`src/hdl/length_framed_sum_checked_parser_defines.svh`:
```
// Assertion helpers shared by the RTL.
`ifndef LENGTH_FRAMED_SUM_CHECKED_PARSER_DEFINES_SVH
`define LENGTH_FRAMED_SUM_CHECKED_PARSER_DEFINES_SVH

// The consequent must hold in the same cycle as the antecedent.
`define LFSCP_ASSERT_SAME(label, clk, rst, ante, cons, msg) \
   label: assert property (@(posedge clk) disable iff (rst) (ante) |-> (cons)) \
      else $error(msg);

// The consequent must hold in the cycle after the antecedent.
`define LFSCP_ASSERT_NEXT(label, clk, rst, ante, cons, msg) \
   label: assert property (@(posedge clk) disable iff (rst) (ante) |=> (cons)) \
      else $error(msg);

`endif

```
`src/hdl/lfscp_pkg.sv`:
```
`default_nettype none

package lfscp_pkg;

   localparam int BYTE_W     = 8;
   localparam int VALUE_W    = 32;
   localparam int POS_W      = 9;
   localparam int CSR_ADDR_W = 3;
   localparam int CSR_DATA_W = 32;

   localparam logic [BYTE_W-1:0] SYNC_BYTE_RESET   = 8'h5A;
   localparam logic [BYTE_W-1:0] WANTED_TYPE_RESET = 8'h82;

   localparam logic [POS_W-1:0] POS_SYNC0   = 9'd0;
   localparam logic [POS_W-1:0] POS_SYNC1   = 9'd1;
   localparam logic [POS_W-1:0] POS_TYPE    = 9'd2;
   localparam logic [POS_W-1:0] POS_LENGTH  = 9'd3;
   localparam logic [POS_W-1:0] POS_PAYLOAD = 9'd4;
   localparam logic [POS_W-1:0] POS_LAST    = 9'd259;

   typedef enum logic {
      CSR_SYNC_BYTE   = 1'b0,
      CSR_WANTED_TYPE = 1'b1
   } csr_index_type;

endpackage

`default_nettype wire

```
`src/hdl/length_framed_sum_checked_parser.sv`:
```
// Frame parser for a received byte stream.
// The request channel (req_tvalid, req_tready, req_tdata) carries one received
// byte per request. Frames are two sync bytes, a type byte, a length byte, that
// many payload bytes and a checksum byte equal to the 8-bit sum of all earlier
// frame bytes. Bytes that fail a sync match are dropped.
// The response channel (rsp_tvalid, rsp_tready, rsp_tdata) carries one 32-bit
// value for each frame that ends with a good checksum and the wanted type: the
// first four payload bytes, big-endian, with absent bytes read as zero.
// The response is registered in the cycle after the checksum byte is taken, and
// one byte is taken every cycle unless a pending response holds req_tready low.
// A response waits in its output register while the receiver stalls; a new byte
// is still taken in that cycle when the receiver takes the pending response,
// otherwise req_tready drops.
// The APB port holds the sync byte at address 0 and the wanted type at address
// 4. Synchronous reset returns the parser to the search for a first sync byte,
// empties the response register and restores 0x5A and 0x82.
`default_nettype none
`include "length_framed_sum_checked_parser_defines.svh"

module length_framed_sum_checked_parser
   import lfscp_pkg::*;
(
   input  wire logic                  clock,
   input  wire logic                  reset,
   input  wire logic                  req_tvalid,
   output logic                       req_tready,
   input  wire logic [BYTE_W-1:0]     req_tdata,   // [7:0] rx_byte
   output logic                       rsp_tvalid,
   input  wire logic                  rsp_tready,
   output logic [VALUE_W-1:0]         rsp_tdata,   // [31:0] measured_value
   input  wire logic                  csr_psel,
   input  wire logic                  csr_penable,
   input  wire logic                  csr_pwrite,
   input  wire logic [CSR_ADDR_W-1:0] csr_paddr,
   input  wire logic [CSR_DATA_W-1:0] csr_pwdata,
   output logic [CSR_DATA_W-1:0]      csr_prdata,
   output logic                       csr_pready
);

   logic [BYTE_W-1:0]  sync_ff, wanted_ff;
   logic [POS_W-1:0]   pos_ff, pos_in;
   logic [BYTE_W-1:0]  type_ff, type_in;
   logic [BYTE_W-1:0]  len_ff, len_in;
   logic [BYTE_W-1:0]  sum_ff, sum_in;
   logic [VALUE_W-1:0] acc_ff, acc_in;
   logic               rsp_valid_ff, rsp_valid_in;
   logic [VALUE_W-1:0] rsp_data_ff, rsp_data_in;

   logic               req_accept;
   logic               csr_write;
   csr_index_type      csr_index;
   logic [POS_W-1:0]   payload_index;
   logic               in_payload;
   logic               at_checksum;
   logic [BYTE_W-1:0]  rx_byte;

   assign csr_pready = 1'b1;
   assign csr_index  = csr_index_type'(csr_paddr[2]);
   assign csr_write  = csr_psel && csr_penable && csr_pwrite;

   always_comb begin
      unique case (csr_index)
         CSR_SYNC_BYTE:   csr_prdata = {{(CSR_DATA_W-BYTE_W){1'b0}}, sync_ff};
         CSR_WANTED_TYPE: csr_prdata = {{(CSR_DATA_W-BYTE_W){1'b0}}, wanted_ff};
         default:         csr_prdata = '0;
      endcase
   end

   always_ff @(posedge clock) begin
      if (reset) begin
         sync_ff   <= SYNC_BYTE_RESET;
         wanted_ff <= WANTED_TYPE_RESET;
      end else if (csr_write) begin
         unique case (csr_index)
            CSR_SYNC_BYTE:   sync_ff   <= csr_pwdata[BYTE_W-1:0];
            CSR_WANTED_TYPE: wanted_ff <= csr_pwdata[BYTE_W-1:0];
            default: ;
         endcase
      end
   end

   assign req_tready = !rsp_valid_ff || rsp_tready;
   assign req_accept = req_tvalid && req_tready;
   assign rx_byte    = req_tdata;

   assign payload_index = pos_ff - POS_PAYLOAD;
   assign in_payload    = (pos_ff >= POS_PAYLOAD) &&
                          (payload_index < {1'b0, len_ff});
   assign at_checksum   = (pos_ff >= POS_PAYLOAD) && !in_payload;

   always_comb begin
      pos_in       = pos_ff;
      type_in      = type_ff;
      len_in       = len_ff;
      sum_in       = sum_ff;
      acc_in       = acc_ff;
      rsp_valid_in = rsp_valid_ff && !rsp_tready;
      rsp_data_in  = rsp_data_ff;
      if (req_accept) begin
         if (pos_ff == POS_SYNC0) begin
            if (rx_byte == sync_ff) begin
               sum_in = rx_byte;
               acc_in = '0;
               pos_in = POS_SYNC1;
            end
         end else if (pos_ff == POS_SYNC1) begin
            if (rx_byte == sync_ff) begin
               sum_in = sum_ff + rx_byte;
               pos_in = POS_TYPE;
            end else begin
               pos_in = POS_SYNC0;
            end
         end else if (pos_ff == POS_TYPE) begin
            type_in = rx_byte;
            sum_in  = sum_ff + rx_byte;
            pos_in  = POS_LENGTH;
         end else if (pos_ff == POS_LENGTH) begin
            len_in = rx_byte;
            sum_in = sum_ff + rx_byte;
            pos_in = POS_PAYLOAD;
         end else if (in_payload) begin
            if (payload_index < POS_PAYLOAD) begin
               case (payload_index[1:0])
                  2'd0:    acc_in[31:24] = acc_ff[31:24] | rx_byte;
                  2'd1:    acc_in[23:16] = acc_ff[23:16] | rx_byte;
                  2'd2:    acc_in[15:8]  = acc_ff[15:8]  | rx_byte;
                  default: acc_in[7:0]   = acc_ff[7:0]   | rx_byte;
               endcase
            end
            sum_in = sum_ff + rx_byte;
            pos_in = pos_ff + 9'd1;
         end else begin
            pos_in = POS_SYNC0;
            if ((sum_ff == rx_byte) && (type_ff == wanted_ff)) begin
               rsp_valid_in = 1'b1;
               rsp_data_in  = acc_ff;
            end
         end
      end
   end

   always_ff @(posedge clock) begin
      if (reset) begin
         pos_ff       <= POS_SYNC0;
         type_ff      <= '0;
         len_ff       <= '0;
         sum_ff       <= '0;
         acc_ff       <= '0;
         rsp_valid_ff <= 1'b0;
      end else begin
         pos_ff       <= pos_in;
         type_ff      <= type_in;
         len_ff       <= len_in;
         sum_ff       <= sum_in;
         acc_ff       <= acc_in;
         rsp_valid_ff <= rsp_valid_in;
      end
   end

   always_ff @(posedge clock) begin
      rsp_data_ff <= rsp_data_in;
   end

   assign rsp_tvalid = rsp_valid_ff;
   assign rsp_tdata  = rsp_data_ff;

   `LFSCP_ASSERT_SAME(a_pos_range, clock, reset, 1'b1, pos_ff <= POS_LAST,
      "frame position past the checksum slot")
   `LFSCP_ASSERT_NEXT(a_checksum_restarts, clock, reset, req_accept && at_checksum,
      pos_ff == POS_SYNC0, "parser did not restart after the checksum byte")
   `LFSCP_ASSERT_NEXT(a_bad_sync_dropped, clock, reset,
      req_accept && (pos_ff == POS_SYNC0) && (rx_byte != sync_ff),
      pos_ff == POS_SYNC0, "bad first sync byte advanced the parser")
   `LFSCP_ASSERT_NEXT(a_no_spurious_rsp, clock, reset, !rsp_valid_ff && !req_accept,
      !rsp_valid_ff, "response appeared without a request")

endmodule

`default_nettype wire
```
`config.mk`:
```
export PLATFORM = sky130hd
export DESIGN_NAME = length_framed_sum_checked_parser
export DESIGN_NICKNAME = d
export VERILOG_FILES = /design/src/hdl/lfscp_pkg.sv /design/src/hdl/length_framed_sum_checked_parser.sv
export VERILOG_INCLUDE_DIRS = /design/src /design/src/hdl
export SDC_FILE = /design/constraint.sdc
export NUM_CORES = 1
export LEC_CHECK = 0
export BUFFER_PORTS_ARGS = -buffer_cell sky130_fd_sc_hd__buf_4
export CAP_MARGIN = 20
export CORE_UTILIZATION = 40
export CTS_CLUSTER_SIZE = 8
export DETAILED_ROUTE_END_ITERATION = 7
export PLACE_DENSITY_LB_ADDON = 0.12
export SLEW_MARGIN = 20
export SYNTH_ARGS = -nofsm -noshare
export SYNTH_HDL_FRONTEND = slang
export SYNTH_SLANG_ARGS = --single-unit
```
`constraint.sdc`:
```
create_clock -name clock -period 9.3 [get_ports clock]
set_input_delay 1.395 -clock clock [delete_from_list [all_inputs] [get_ports clock]]
set_output_delay 1.395 -clock clock [all_outputs]
set_load 0.005 [all_outputs]
```
==> metrics.md <==
| Metric | Value |
|---|---|
| Pwr Total | `1.35 mW` |
| # clock sinks | `114` |
| Register share of total power | `0.392` |
| Core box area | `13500 um^2` |
| DRC | `0` |
| Layout net count | `706` |
| EDFF count, synth | `32` |
| Worst min path class | `flip-flop to flip-flop` |
| Period utilization | `0.432` |
| Slew @ Worst Pin | `1.05 ns` |
| LEAKAGE | `2.63 nW` |
| Setup TNS | `0 ns` |
| Peak VDD IR | `0.0954 mV` |
| Max Clk Rate | `0.249 GHz` |
| Area Growth Syn to Fin | `19.9%` |
| Setup slack, reg-to-reg | `5.61 ns` |
| Worst-skew pair later-pin latency | `0.41 ns` |
| Die extent in x | `120 um` |
| Post-route cell area | `6700 um^2` |
| Switching Fraction | `0.258` |
| Tmin final | `4.01 ns` |
| Critical path arrival | `4.13 ns` |
| Post-route ant nets | `0` |
| Max-Slew Margin vs Limit | `0.298` |
| Num CTS Buffers | `17` |
| Final setup viols | `0` |
| Pin count of the biggest net entering global routing | `43` |
| Internal | `0.999 mW` |
| Crit path launch type | `input pin` |
| Port buffer count | `65` |
| RSZ-0062 raised after global routing | `false` |
| Initial core utilization | `0.416` |
| Worst-path clk slew | `0.05 ns` |
| Worst Skew | `0.00777 ns` |
| Crit. End Element | `flip-flop` |
| Sequential cell area fraction in the yosys report | `0.466` |
| Mapped cell area | `5590 um^2` |
| CTS root buffer | `clkbuf_16` |
| Die Area | `14500 um^2` |
| Bufs on Longest Clock Path | `2` |
| Syn avg cell area | `9.81 um^2` |
| Ys flop type | `dfxtp_1` |
| Clk pwr share | `0.468` |
| CTS tree | `done` |
| Required time worst endpoint | `9.42 ns` |
| Crit path kind | `input pin to flip-flop` |
| Comb power frac | `0.140` |
| First-pass detailed-route iteration total | `4` |
| FP Rows | `42` |
| Crit path max fanout | `18` |
| Post-place instance area | `6130 um^2` |
| IO Count | `117` |
| Finished Core Util | `0.498` |
| Initial antenna violation count | `0` |
| Synth Register Bits | `114` |
| WHS | `0.429 ns` |
| GPL Wtd Cong | `0.844` |
| DP Wirelength | `8880 um` |
| Vias per cell | `5.07` |
| Hold buffer count at cts | `0` |
| Hold_sp | `acc_ff[21]$_SDFFE_PP0P_` |
| Drt wl/cell | `15.3 um` |
| Die H | `120 um` |
| Worst Hold Depth | `0` |
| Post-CTS Resized | `0` |
| Share of layout cells above drive strength 1 | `0.181` |
| Global-route usage over all layers | `0.187` |
| Postcts setup bufs | `0` |
| First-pass GRT wire length | `20300 um` |
| Ant. Diodes | `0` |
| Final hold viol count | `0` |
| Hold EP | `rsp_tdata[21]$_DFFE_PP_` |
| Ys async rst share | `0` |
| Post-synthesis cell type count | `69` |
| Max-slew violation count | `0` |
| PD cells | `201 nW/um^2` |
| Total grt overflow | `0` |
| Vias in the first global route | `3894` |
| Outcome | `finished clean` |
| FF-to-FF path depth | `12` |
| Via count | `4166` |
| Post-Route WL | `12600 um` |
| Post-Synthesis Cells | `570` |
| Synthesis Warnings | `0` |
| Iter 0 DRT Violations | `191` |
| Maxcap violations | `0` |
| Sw Pwr | `0.347 mW` |
| Worst r2r src | `pos_ff[2]$_SDFFE_PP0P_` |
| Max H-tree Level | `4` |
| Reg2reg end | `rsp_tdata[7]$_DFFE_PP_` |
[cell usage after synthesis (all sizes together) (3+ instances only)]
| cell | n | share of area |
|---|---|---|
| dfxtp | 82 | 0.29 |
| nand2 | 61 | 0.041 |
| nor2 | 43 | 0.030 |
| edfxtp | 32 | 0.17 |
| buf | 30 | 0.040 |
| a21oi | 27 | 0.024 |
| o21ai | 26 | 0.025 |
| mux2i | 25 | 0.045 |
| ha | 23 | 0.051 |
| inv | 23 | 0.015 |
| nand3 | 21 | 0.020 |
| o21a | 21 | 0.030 |
| nor3 | 19 | 0.019 |
| clkbuf | 17 | 0.011 |
| xnor2 | 15 | 0.024 |
| xor2 | 9 | 0.014 |
| mux2 | 8 | 0.016 |
| nand4 | 6 | 0.0067 |
| nor4 | 6 | 0.012 |
| a31oi | 5 | 0.0078 |
| a21o | 4 | 0.0054 |
| a311oi | 4 | 0.0063 |
| a22o | 3 | 0.0047 |
| and3 | 3 | 0.0034 |
| nor2b | 3 | 0.0034 |
| nor3b | 3 | 0.0049 |
| o211ai | 3 | 0.0040 |
| o31a | 3 | 0.0047 |
| or3 | 3 | 0.0034 |
| or3b | 3 | 0.0056 |
| or4 | 3 | 0.0040 |
[flip-flops by register name, indices dropped and copies added, names as in the netlist]
register and count:
pos_ff 9, rsp_tvalid 1, sum_ff 8, sync_ff 8, type_ff 8, len_ff 8, rsp_tdata 32, acc_ff 32
wanted_ff 8
[per-layer routing]
layer / GRT usage / share of wire / vias up
li1: - / - / 2119
met1: 0.245 / 0.48 / 1907
met2: 0.288 / 0.45 / 117
met3: 0.0462 / 0.048 / 23
met4: 0.0880 / 0.024 / 0
met5: 0 / 0 / -
[power by group through the flow]
stage / registers [mW] / logic, mW / clock network (mW)
floorplan: 0.534 / 0.145 / 0
global placement: 0.537 / 0.187 / 0
detailed placement: 0.537 / 0.189 / 0
CTS: 0.527 / 0.189 / 0.643
global route: 0.528 / 0.211 / 0.665
finish: 0.528 / 0.188 / 0.630
[layout make-up]
type | instances | area [um^2]
repair buffers | 67 | 510
clock inverters | 13 | 141
multi-input cells | 408 | 2710
inverters | 24 | 90.1
fillers | 1299 | 6750
well taps | 176 | 220
clock buffers | 19 | 433
flip-flops and latches | 114 | 2600
[through the flow]
stage	worst slack [ns]	instances
2_1_floorplan	5.47	593
3_3_place_gp	4.63	788
3_5_place_dp	4.77	789
4_1_cts	5.19	821
5_1_grt	5.07	821
6_report	5.29	821
[how the worst max path moves through the flow]
stage                      start                      to  slack (ns)  cells past startpoint
global placement    req_tdata[4]  rsp_tdata[9]$_DFFE_PP_        4.63                      8
global route        req_tdata[4]  rsp_tdata[1]$_DFFE_PP_        5.07                      9
CTS                 req_tdata[4]  rsp_tdata[7]$_DFFE_PP_        5.19                      9
detailed placement  req_tdata[4]  rsp_tdata[9]$_DFFE_PP_        4.77                      9
floorplan           req_tdata[4]  rsp_tdata[0]$_DFFE_PP_        5.47                      7
finish              req_tdata[4]  rsp_tdata[7]$_DFFE_PP_        5.29                      9
[critical path, stage by stage]
cell	delay, ns
buf_4	0.17
ha_1	0.37
or4_1	0.54
nor4_1	0.23
nand4_1	0.13
nor4_1	0.28
nand3b_1	0.19
inv_1	0.56
buf_8	0.24
[cell families after synthesis]
logic type / after synthesis / synth area share
flip-flops: 114 / 0.466
buffers and inverters: 71 / 0.0671
AND/OR/NAND/NOR: 185 / 0.169
multiplexers: 33 / 0.0609
AO/OA/AOI/OAI: 117 / 0.143
adder cells (fa/ha/maj): 24 / 0.0551
XOR/XNOR: 24 / 0.0376
other: 2 / 0.00134
[cells in the final DEF (no fill, tap or decap), types with 4 or more instances in the layout]
master / instances
nor2_1: 42
nand3_1: 20
o21ai_1: 7
a21oi_1: 27
conb_1: 25
buf_4: 66
clkinv_2: 4
clkbuf_16: 17
nand2_1: 61
o21ai_0: 18
xor2_1: 9
nor4_1: 4
mux2_2: 8
o21a_1: 20
inv_1: 23
nor3_1: 17
ha_1: 23
a311oi_1: 4
clkinv_1: 5
nand4_1: 6
xnor2_1: 15
mux2i_1: 25
a21o_1: 4
dfxtp_1: 82
edfxtp_1: 32
Power figures use the tool's default switching activity.
